**src/design/assert_macros.svh**
```systemverilog
// Assertion macros shared by the stack unit RTL.
// Standalone header; expands to nothing when SYNTHESIS is defined.
`ifndef ASSERT_MACROS_SVH
`define ASSERT_MACROS_SVH

`ifndef SYNTHESIS
// Check a property on every rising edge, skipped while reset is high
`define FDSU_ASSERT(label, clk, rst, prop, msg) \
  label: assert property (@(posedge clk) disable iff (rst) prop) else $error(msg);
// Check a property on every rising edge, reset included
`define FDSU_ASSERT_RST(label, clk, prop, msg) \
  label: assert property (@(posedge clk) prop) else $error(msg);
`else
`define FDSU_ASSERT(label, clk, rst, prop, msg)
`define FDSU_ASSERT_RST(label, clk, prop, msg)
`endif

`endif

```
**src/design/fdsu_pkg.sv**
```systemverilog
// Shared types, sizes and operation codes of the dual stack unit.
// No dependencies; used by fdsu_exec and forth_dual_stack_unit.
`default_nettype none

package fdsu_pkg;

  localparam int STACK_DEPTH = 64;
  localparam int WORD_WIDTH  = 32;
  localparam int ADDR_W      = $clog2(STACK_DEPTH);
  localparam int CNT_W       = $clog2(STACK_DEPTH + 1);
  localparam int FUNC_W      = 4;
  localparam int PICK_W      = 6;
  // room for count - 1 - pick index without losing the sign
  localparam int IDX_W       = ((CNT_W > PICK_W) ? CNT_W : PICK_W) + 1;

  typedef logic [WORD_WIDTH-1:0] word_t;
  typedef logic [CNT_W-1:0]      count_t;
  typedef logic [ADDR_W-1:0]     addr_t;
  typedef logic [PICK_W-1:0]     pick_t;

  localparam count_t FULL_COUNT = CNT_W'(STACK_DEPTH);

  typedef enum logic [FUNC_W-1:0] {
    FN_PUSH        = 4'd0,
    FN_DROP        = 4'd1,
    FN_DUP         = 4'd2,
    FN_SWAP        = 4'd3,
    FN_PICK        = 4'd4,
    FN_EMPTY_TEST  = 4'd5,
    FN_WORK_TO_RET = 4'd6,
    FN_RET_TO_WORK = 4'd7,
    FN_COPY_TO_RET = 4'd8
  } func_t;

  typedef enum logic [1:0] {
    ST_OK    = 2'd0,
    ST_UNDER = 2'd1,
    ST_OVER  = 2'd2
  } status_t;

  typedef struct packed {
    func_t func;
    word_t push_value;
    pick_t pick_index;
  } item_t;

  typedef struct packed {
    logic  we;
    addr_t waddr;
    word_t wdata;
  } ram_wr_t;

  typedef struct packed {
    ram_wr_t work_wr;
    ram_wr_t ret_wr;
    count_t  work_cnt;
    word_t   work_top;
    count_t  ret_cnt;
    word_t   ret_top;
    word_t   value;
    status_t status;
  } exec_res_t;

endpackage

`default_nettype wire

```
**src/design/fdsu_ram.sv**
```systemverilog
// Generic single write port, single read port RAM with registered read.
// No dependencies; read returns the old word on a same-address write.
`default_nettype none

module fdsu_ram #(
  parameter int WIDTH = 32,
  parameter int DEPTH = 64
) (
  input  logic                     clk,
  input  logic                     we,
  input  logic [$clog2(DEPTH)-1:0] waddr,
  input  logic [WIDTH-1:0]         wdata,
  input  logic                     re,
  input  logic [$clog2(DEPTH)-1:0] raddr,
  output logic [WIDTH-1:0]         rdata
);

  logic [WIDTH-1:0] mem [DEPTH];

  // write and registered read
  always_ff @(posedge clk) begin
    if (we) begin
      mem[waddr] <= wdata;
    end
    if (re) begin
      rdata <= mem[raddr];
    end
  end

endmodule

`default_nettype wire

```
**src/design/fdsu_exec.sv**
```systemverilog
// Operation logic of the dual stack unit: status, next stack state, RAM writes.
// Depends on fdsu_pkg. Tops of stack live in registers, the rest in RAM.
`default_nettype none

module fdsu_exec (
  input  fdsu_pkg::item_t     item,
  input  fdsu_pkg::count_t    work_cnt,
  input  fdsu_pkg::word_t     work_top,
  input  fdsu_pkg::word_t     work_rd,
  input  fdsu_pkg::count_t    ret_cnt,
  input  fdsu_pkg::word_t     ret_top,
  input  fdsu_pkg::word_t     ret_rd,
  output fdsu_pkg::exec_res_t res
);
  import fdsu_pkg::*;

  logic    w_empty, w_full, w_two, r_empty, r_full, pick_oob;
  logic    w_push, w_pop, r_push, r_pop, swap_op, moved;
  word_t   w_push_word, moved_word;
  status_t st;
  count_t  wc_m1, wc_m2, rc_m1, wc_next, rc_next;
  word_t   wt_next, rt_next;

  assign w_empty  = (work_cnt == '0);
  assign w_full   = (work_cnt >= FULL_COUNT);
  assign w_two    = (work_cnt >= count_t'(2));
  assign r_empty  = (ret_cnt == '0);
  assign r_full   = (ret_cnt >= FULL_COUNT);
  assign pick_oob = (IDX_W'(item.pick_index) >= IDX_W'(work_cnt));

  assign wc_m1 = work_cnt - count_t'(1);
  assign wc_m2 = work_cnt - count_t'(2);
  assign rc_m1 = ret_cnt - count_t'(1);

  // decode the operation and check bounds
  always_comb begin
    st          = ST_OK;
    w_push      = 1'b0;
    w_pop       = 1'b0;
    r_push      = 1'b0;
    r_pop       = 1'b0;
    swap_op     = 1'b0;
    moved       = 1'b0;
    w_push_word = item.push_value;
    moved_word  = work_top;
    unique case (item.func)
      FN_PUSH: begin
        if (w_full) st = ST_OVER;
        else w_push = 1'b1;
      end
      FN_DROP: begin
        if (w_empty) st = ST_UNDER;
        else begin
          w_pop = 1'b1;
          moved = 1'b1;
        end
      end
      FN_DUP: begin
        priority if (w_empty) st = ST_UNDER;
        else if (w_full) st = ST_OVER;
        else begin
          w_push      = 1'b1;
          w_push_word = work_top;
        end
      end
      FN_SWAP: begin
        if (!w_two) st = ST_UNDER;
        else swap_op = 1'b1;
      end
      FN_PICK: begin
        priority if (pick_oob) st = ST_UNDER;
        else if (w_full) st = ST_OVER;
        else begin
          w_push      = 1'b1;
          w_push_word = (item.pick_index == '0) ? work_top : work_rd;
        end
      end
      FN_EMPTY_TEST: begin
        if (w_full) st = ST_OVER;
        else begin
          w_push      = 1'b1;
          w_push_word = WORD_WIDTH'(w_empty);
        end
      end
      FN_WORK_TO_RET: begin
        priority if (w_empty) st = ST_UNDER;
        else if (r_full) st = ST_OVER;
        else begin
          w_pop  = 1'b1;
          r_push = 1'b1;
          moved  = 1'b1;
        end
      end
      FN_RET_TO_WORK: begin
        priority if (r_empty) st = ST_UNDER;
        else if (w_full) st = ST_OVER;
        else begin
          r_pop       = 1'b1;
          w_push      = 1'b1;
          w_push_word = ret_top;
          moved       = 1'b1;
          moved_word  = ret_top;
        end
      end
      FN_COPY_TO_RET: begin
        priority if (w_empty) st = ST_UNDER;
        else if (r_full) st = ST_OVER;
        else begin
          r_push = 1'b1;
          moved  = 1'b1;
        end
      end
      default: begin
      end
    endcase
  end

  // spill the old top into RAM on a push; swap writes the old top under it
  assign res.work_wr.we    = (w_push && !w_empty) || swap_op;
  assign res.work_wr.waddr = swap_op ? wc_m2[ADDR_W-1:0] : wc_m1[ADDR_W-1:0];
  assign res.work_wr.wdata = work_top;

  assign res.ret_wr.we    = r_push && !r_empty;
  assign res.ret_wr.waddr = rc_m1[ADDR_W-1:0];
  assign res.ret_wr.wdata = ret_top;

  // next counts and tops; a pop refills the top from the RAM word
  always_comb begin
    if (w_push) wc_next = work_cnt + count_t'(1);
    else if (w_pop) wc_next = wc_m1;
    else wc_next = work_cnt;

    if (w_push) wt_next = w_push_word;
    else if (w_pop || swap_op) wt_next = work_rd;
    else wt_next = work_top;

    if (r_push) rc_next = ret_cnt + count_t'(1);
    else if (r_pop) rc_next = rc_m1;
    else rc_next = ret_cnt;

    if (r_push) rt_next = work_top;
    else if (r_pop) rt_next = ret_rd;
    else rt_next = ret_top;
  end

  assign res.work_cnt = wc_next;
  assign res.work_top = wt_next;
  assign res.ret_cnt  = rc_next;
  assign res.ret_top  = rt_next;
  assign res.status   = st;
  assign res.value    = moved ? moved_word : ((wc_next == '0) ? '0 : wt_next);

endmodule

`default_nettype wire

```
**src/design/forth_dual_stack_unit.sv**
```systemverilog
// Top level of the dual stack unit: handshakes, stack RAMs, state and result registers.
// Depends on fdsu_pkg, fdsu_ram, fdsu_exec and assert_macros.svh.
//
// Forth work stack and return stack of STACK_DEPTH words each, one operation per
// beat. The unit takes one operation every clock cycle while out_ready does not stall
// the result register, and hands each result out through the execute register, then
// the result register, with no bubbles under back-to-back traffic. Each stack keeps
// its top word in a register and the words below it in a RAM with one write and one
// registered read port; the read for an operation is issued as it is accepted, from
// the state left by the operation ahead of it, and a word that operation writes in
// the same cycle is forwarded around the RAM. No clearing pass is needed after
// reset: only words below the stack depth are ever used.
`default_nettype none
`include "assert_macros.svh"

module forth_dual_stack_unit (
  input  logic                     clk,
  input  logic                     rst,
  input  logic                     in_valid,
  output logic                     in_ready,
  input  logic [fdsu_pkg::FUNC_W-1:0] func,
  input  fdsu_pkg::word_t          push_value,
  input  fdsu_pkg::pick_t          pick_index,
  output logic                     out_valid,
  input  logic                     out_ready,
  output fdsu_pkg::word_t          value_out,
  output fdsu_pkg::count_t         work_depth,
  output fdsu_pkg::count_t         return_depth,
  output logic [1:0]               status
);
  import fdsu_pkg::*;

  logic      out_adv, ex_fire, in_fire, ex_valid;
  item_t     ex_item;
  count_t    work_cnt, ret_cnt, nxt_wcnt, nxt_rcnt, wn_m2, rn_m2;
  word_t     work_top, ret_top;
  word_t     w_ram_rdata, r_ram_rdata, work_rd, ret_rd;
  logic      w_fwd, r_fwd, w_fwd_next, r_fwd_next;
  word_t     w_fwd_data, r_fwd_data;
  logic      work_we, ret_we;
  addr_t     w_raddr, r_raddr;
  logic [IDX_W-1:0] pick_pos;
  exec_res_t res;

  // handshake: execute advances when the result register is free or draining
  assign out_adv  = !out_valid || out_ready;
  assign ex_fire  = ex_valid && out_adv;
  assign in_ready = !ex_valid || out_adv;
  assign in_fire  = in_valid && in_ready;

  // stack state as the incoming beat will see it
  assign nxt_wcnt = ex_fire ? res.work_cnt : work_cnt;
  assign nxt_rcnt = ex_fire ? res.ret_cnt : ret_cnt;
  assign wn_m2    = nxt_wcnt - count_t'(2);
  assign rn_m2    = nxt_rcnt - count_t'(2);
  assign pick_pos = IDX_W'(nxt_wcnt) - IDX_W'(1) - IDX_W'(pick_index);

  // read address: picked word for pick, else the word under the top
  assign w_raddr = (func_t'(func) == FN_PICK) ? pick_pos[ADDR_W-1:0] : wn_m2[ADDR_W-1:0];
  assign r_raddr = rn_m2[ADDR_W-1:0];

  assign work_we = ex_fire && res.work_wr.we;
  assign ret_we  = ex_fire && res.ret_wr.we;

  // forward a word written in the same cycle as its read
  assign w_fwd_next = work_we && (res.work_wr.waddr == w_raddr);
  assign r_fwd_next = ret_we && (res.ret_wr.waddr == r_raddr);

  fdsu_ram #(
    .WIDTH(WORD_WIDTH),
    .DEPTH(STACK_DEPTH)
  ) u_work_ram (
    .clk  (clk),
    .we   (work_we),
    .waddr(res.work_wr.waddr),
    .wdata(res.work_wr.wdata),
    .re   (in_fire),
    .raddr(w_raddr),
    .rdata(w_ram_rdata)
  );

  fdsu_ram #(
    .WIDTH(WORD_WIDTH),
    .DEPTH(STACK_DEPTH)
  ) u_ret_ram (
    .clk  (clk),
    .we   (ret_we),
    .waddr(res.ret_wr.waddr),
    .wdata(res.ret_wr.wdata),
    .re   (in_fire),
    .raddr(r_raddr),
    .rdata(r_ram_rdata)
  );

  assign work_rd = w_fwd ? w_fwd_data : w_ram_rdata;
  assign ret_rd  = r_fwd ? r_fwd_data : r_ram_rdata;

  fdsu_exec u_exec (
    .item    (ex_item),
    .work_cnt(work_cnt),
    .work_top(work_top),
    .work_rd (work_rd),
    .ret_cnt (ret_cnt),
    .ret_top (ret_top),
    .ret_rd  (ret_rd),
    .res     (res)
  );

  // control state
  always_ff @(posedge clk) begin
    if (rst) begin
      ex_valid  <= 1'b0;
      out_valid <= 1'b0;
      work_cnt  <= '0;
      ret_cnt   <= '0;
    end else begin
      if (in_ready) ex_valid <= in_valid;
      if (out_adv) out_valid <= ex_valid;
      if (ex_fire) begin
        work_cnt <= res.work_cnt;
        ret_cnt  <= res.ret_cnt;
      end
    end
  end

  // capture the accepted beat and its forwarding info
  always_ff @(posedge clk) begin
    if (in_fire) begin
      ex_item.func       <= func_t'(func);
      ex_item.push_value <= push_value;
      ex_item.pick_index <= pick_index;
      w_fwd              <= w_fwd_next;
      w_fwd_data         <= res.work_wr.wdata;
      r_fwd              <= r_fwd_next;
      r_fwd_data         <= res.ret_wr.wdata;
    end
  end

  // commit tops and load the result register
  always_ff @(posedge clk) begin
    if (ex_fire) begin
      work_top     <= res.work_top;
      ret_top      <= res.ret_top;
      value_out    <= res.value;
      work_depth   <= res.work_cnt;
      return_depth <= res.ret_cnt;
      status       <= res.status;
    end
  end

  `FDSU_ASSERT(a_accept_moves_ex, clk, rst, (in_fire && ex_valid) |-> ex_fire, "beat accepted over a stalled execute stage")
  `FDSU_ASSERT(a_count_hold, clk, rst, !ex_fire |=> ($stable(work_cnt) && $stable(ret_cnt)), "stack depth changed without an executed beat")
  `FDSU_ASSERT(a_fault_no_write, clk, rst, (ex_valid && (res.status != ST_OK)) |-> (!res.work_wr.we && !res.ret_wr.we), "faulted operation writes a stack RAM")
  `FDSU_ASSERT(a_depth_bound, clk, rst, ex_fire |=> ((work_cnt <= FULL_COUNT) && (ret_cnt <= FULL_COUNT)), "stack depth past its bound")
  `FDSU_ASSERT_RST(a_reset_clear, clk, rst |=> (!out_valid && !ex_valid && (work_cnt == '0) && (ret_cnt == '0)), "reset left state behind")

endmodule

`default_nettype wire

```
**config.mk**
```make
export PLATFORM = sky130hd
export DESIGN_NAME = forth_dual_stack_unit
export DESIGN_NICKNAME = d
export VERILOG_FILES = /design/src/design/fdsu_pkg.sv /design/src/design/fdsu_ram.sv /design/src/design/fdsu_exec.sv /design/src/design/forth_dual_stack_unit.sv
export VERILOG_INCLUDE_DIRS = /design/src /design/src/design
export SDC_FILE = /design/constraint.sdc
export NUM_CORES = 2
export LEC_CHECK = 0
export BUFFER_PORTS_ARGS = -buffer_cell sky130_fd_sc_hd__buf_2
export CORE_UTILIZATION = 63
export DETAILED_ROUTE_END_ITERATION = 6
export PLACE_DENSITY = 0.79
export SETUP_SLACK_MARGIN = 0.4
export SLEW_MARGIN = 30
export SYNTH_ARGS = -nofsm -noshare
export SYNTH_HDL_FRONTEND = slang
export SYNTH_SLANG_ARGS = --single-unit
```
**constraint.sdc**
```tcl
create_clock -name clk -period 9.82 [get_ports clk]
set_clock_uncertainty 0.1 [all_clocks]
set_input_delay 0.982 -clock clk [delete_from_list [all_inputs] [get_ports clk]]
set_output_delay 0.982 -clock clk [all_outputs]
set_load 0.01 [all_outputs]
```
==> metrics.csv <==
stage;metric;value;unit
critical_path;Buf+Inv Stages, Crit Path;5;
critical_path;most frequent cell on the critical path;ha_1;
final_layout;Nets;11890;
drt;Routed WL per cell;31.67;µm
synth;Mapped Nets;11860;
pwr;pwr/cell area;192.4;nW/µm²
timing;min Tclk post-route;8418;ps
floorplanning;top-level port count;96;
global_routing;first-pass GRT wire length;717500;µm
critical_path;slowest CP cell;a31oi_4;
cts;Post-CTS Resized;0;
cts;H-tree depth;5;
floorplanning;Die Ht;534.3;µm
critical_path;WS Path Type;reg2reg;
timing;Sum Neg Setup Slack;0;ps
timing;worst hold margin;99.11;ps
synth;mean post-synth cell area;15.14;µm²
final_layout;multi-input logic area;44370;µm²
global_routing;antenna violations before repair;46;
pwr;net load switching power;8193;µW
pwr;Seq pwr share;54.2;%
floorplanning;die width;534.3;µm
place;IO buf count;95;
critical_path;crit-path max cell delay;740;ps
global_routing;vias in the first global route;107100;
final_layout;Register Area;131800;µm²
floorplanning;Core ar.;282000;µm²
final_layout;most frequent cells in the layout;edfxtp_1, nand2_1, mux2i_1;
timing;slew margin rel.;23.56;%
cts;maximum buffer depth of the clock tree;4;
pwr;Max VDD drop;0.0001994;V
final_layout;Area growth syn-to-layout;11.16;%
min_path;Worst Hold Class;in2reg;
synth;post-synthesis async set-or-reset flop share;0;%
drt;Via density;6.930;
drt;Post-Route WL;504900;µm
floorplanning;row cnt;195;
pwr;Logic pwr share;4.1;%
cts;Clock Tree Root;clkbuf_16;
final_layout;# fillers;16970;
run_status;failing checks;DRC;
timing;RSZ-0062 raised after global routing;false;
place;gp weighted congestion;0.9313;
pwr;switch share;21.46;%
final_layout;commonest non-fill, non-tap cell in the layout;edfxtp_1;
timing;hold violation total from the final report;0;
global_routing;grt total ovfl;0;
pwr;Int Pwr;29980;µW
drt;antenna-violating nets left;0;
flow_run;max_cap viols;0;
synth;Main synth FF type;edfxtp_1;
cts;Clock Sinks;4396;
timing;Final Max Slew Viols;0;
drt;DR vias;110500;
cts;postcts setup bufs;0;
timing;fin crit share;85.73;%
run_status;status;complete, but fails checks;
cts;CTS tree;built;
synth;synth warn;0;
drt;DR iter-0 viols;17910;
synth;number of synthesized flops with an enable pin;4380;
drt;Pre-antenna DRT Iters;7;
critical_path;CP Launch Type;flip-flop;
critical_path;Critical Path Sink Type;flip-flop;
pwr;Pleak;0.06997;µW
final_layout;layout cell share with drive strength beyond 1;11.76;%
floorplanning;Initial Util;63.29;%
synth;sequential area share after synthesis;73.86;%
place;Post-DP HPWL;271500;µm
synth;synthesized area;178500;µm²
synth;Yosys reg bits;4396;
cts;Num CTS Buffers;426;
timing;Max Clk Rate;118.8;MHz
critical_path;CP top delay family;compound AO/OA/AOI/OAI gates;
timing;endpoints failing setup;0;
synth;Post-Syn Instances;11790;
drt;drc violations;8;
floorplanning;die area;285500;µm²
pwr;clock network power share;41.6;%
cts;clock transition at the registers of the reported paths;70;ps
critical_path;Max Fanout on Critical Path;61;
global_routing;overall routing resource usage;34.83;%
critical_path;CP required;10460;ps
synth;synth unique cells;92;
cts;number of buffers inserted by hold repair at cts;0;
cts;Worst-Skew Late Latency;960;ps
critical_path;CP arrival;9060;ps
global_routing;largest net degree at the start of global routing;196;
timing;pin slew with the least headroom to its limit;1132;ps
critical_path;crit path cell chain;inv_1, ha_1, or4b_4, o21a_1, o21ai_1, a21boi_4, buf_4, a21oi_1, xnor2_1, inv_1, ha_1, ha_1, nor2_1, a31oi_4, buf_12, buf_12, mux2i_1, mux2i_1, a211oi_1, o21ai_0, a41oi_1, a31oi_1;
[cell type report]
class / instances / share of cell area [%]
sequential: 4396 / 66.44
multi-input combinational: 6542 / 22.36
clock buffer: 521 / 5.605
tap: 3743 / 2.360
timing repair buffer: 438 / 2.009
clock inverter: 250 / 1.151
inverter: 20 / 0.03909
antenna: 30 / 0.03783
[metal layers]
layer,vias to the layer above,GRT usage (%),routed length [µm]
li1,45540,-,-
met1,54520,43.75,166800
met2,8672,53.98,231700
met5,-,0,247
met4,24,25.54,42230
met3,1705,7.639,63860
[power groups by stage]
stage | clock [µW] | sequential, µW | combinational [µW]
final | 15900 | 20700 | 1580
after global routing | 16600 | 20700 | 1610
after CTS | 15900 | 20700 | 1510
after detailed placement | 0 | 21100 | 1500
after global placement | 0 | 21100 | 1460
after floorplan | 0 | 21100 | 809
[per-stage QoR]
stage / setup WS, ps / instances / power, µW / cell area, µm² / utilization [%]
floorplan: 2545 / 11790 / 21920 / 178500 / -
global placement: 1865 / 15120 / 22550 / 184400 / 65.38
detailed placement: 1759 / 15140 / 22600 / 184900 / 65.56
CTS: 1715 / 15910 / 38090 / 198300 / 70.31
global route: 1263 / 15930 / 38890 / 198400 / 70.35
finish: 1402 / 15940 / 38180 / 198400 / 70.36
[worst register-to-register path, delay by kind of cell, from the launching register on]
family	cells	cell delay, ps
XOR/XNOR	1	440
buffers and inverters	5	1760
AND/OR/NAND/NOR	2	620
multiplexers	2	320
adder cells (fa/ha/maj)	3	840
AO/OA/AOI/OAI	9	3680
flip-flops	1	440
[path summary, 6_finish.rpt]
kind | from | to | slack, ps | cells past startpoint
hold reg to reg | ex_valid | out_valid | 430 | 2
setup reg to reg | work_cnt[1] | u_work_ram.rdata[27] | 1400 | 22
setup / recovery | work_cnt[1] | u_work_ram.rdata[27] | 1400 | 22
hold / removal | push_value[24] | ex_item[30] | 100 | 1
[cell usage after synthesis (all sizes together), types with 4 or more instances]
cell	count	area [µm²]
and3	11	73.82
nor3b	7	52.55
a31oi	548	3450
buf	241	1277
clkbuf	593	2226
a311o	62	620.6
o211ai	4	30.03
nor4	5	37.53
nand4	6	37.54
o311a	4	40.04
dfxtp	16	320.3
ha	19	237.7
a21oi	152	764.5
nor3	24	131.4
mux2	96	1081
and2	517	3234
xnor2	39	349.1
a221o	28	280.3
nand2b	6	37.54
nor2	231	869.6
nand3	509	2547
a41oi	33	289.0
a22oi	5	42.54
a222oi	28	280.3
a2111oi	6	65.06
o31ai	4	30.03
nor2b	9	56.30
mux2i	1066	10670
inv	19	71.32
xor2	10	87.58
a211o	5	43.79
edfxtp	4380	131500
mux4	128	2883
or3	5	36.28
a211oi	716	5380
nand2	1919	7206
a311oi	64	560.5
o21ai	221	1106
[registers in the layout (all words and copies together) (netlist names)]
signal and count:
w_fwd 1, ret_top 32, u_ret_ram.mem 2048, u_ret_ram.rdata 32, u_work_ram.mem 2048, value_out 32, out_valid 1, ex_item 42
u_work_ram.rdata 32, r_fwd_data 32, work_depth 7, ex_valid 1, work_top 32, work_cnt 7, r_fwd 1, status 2
ret_cnt 7, return_depth 7, w_fwd_data 32
[logic make-up (layout without fill, tap and decap cells)]
kind of cell | Yosys count | count (layout) | synth area share, %
AOI/OAI and AO/OA | 1915 | 1915 | 7.446
xor gates and xnor gates | 49 | 49 | 0.2446
adders and majority gates | 19 | 19 | 0.1332
buffers and inverters | 854 | 1229 | 2.005
DFF | 4396 | 4396 | 73.86
muxes | 1290 | 1290 | 8.198
other | 0 | 30 | 0
and+or+nand+nor | 3269 | 3269 | 8.116
No activity file was read; power rests on OpenSTA's default activity.
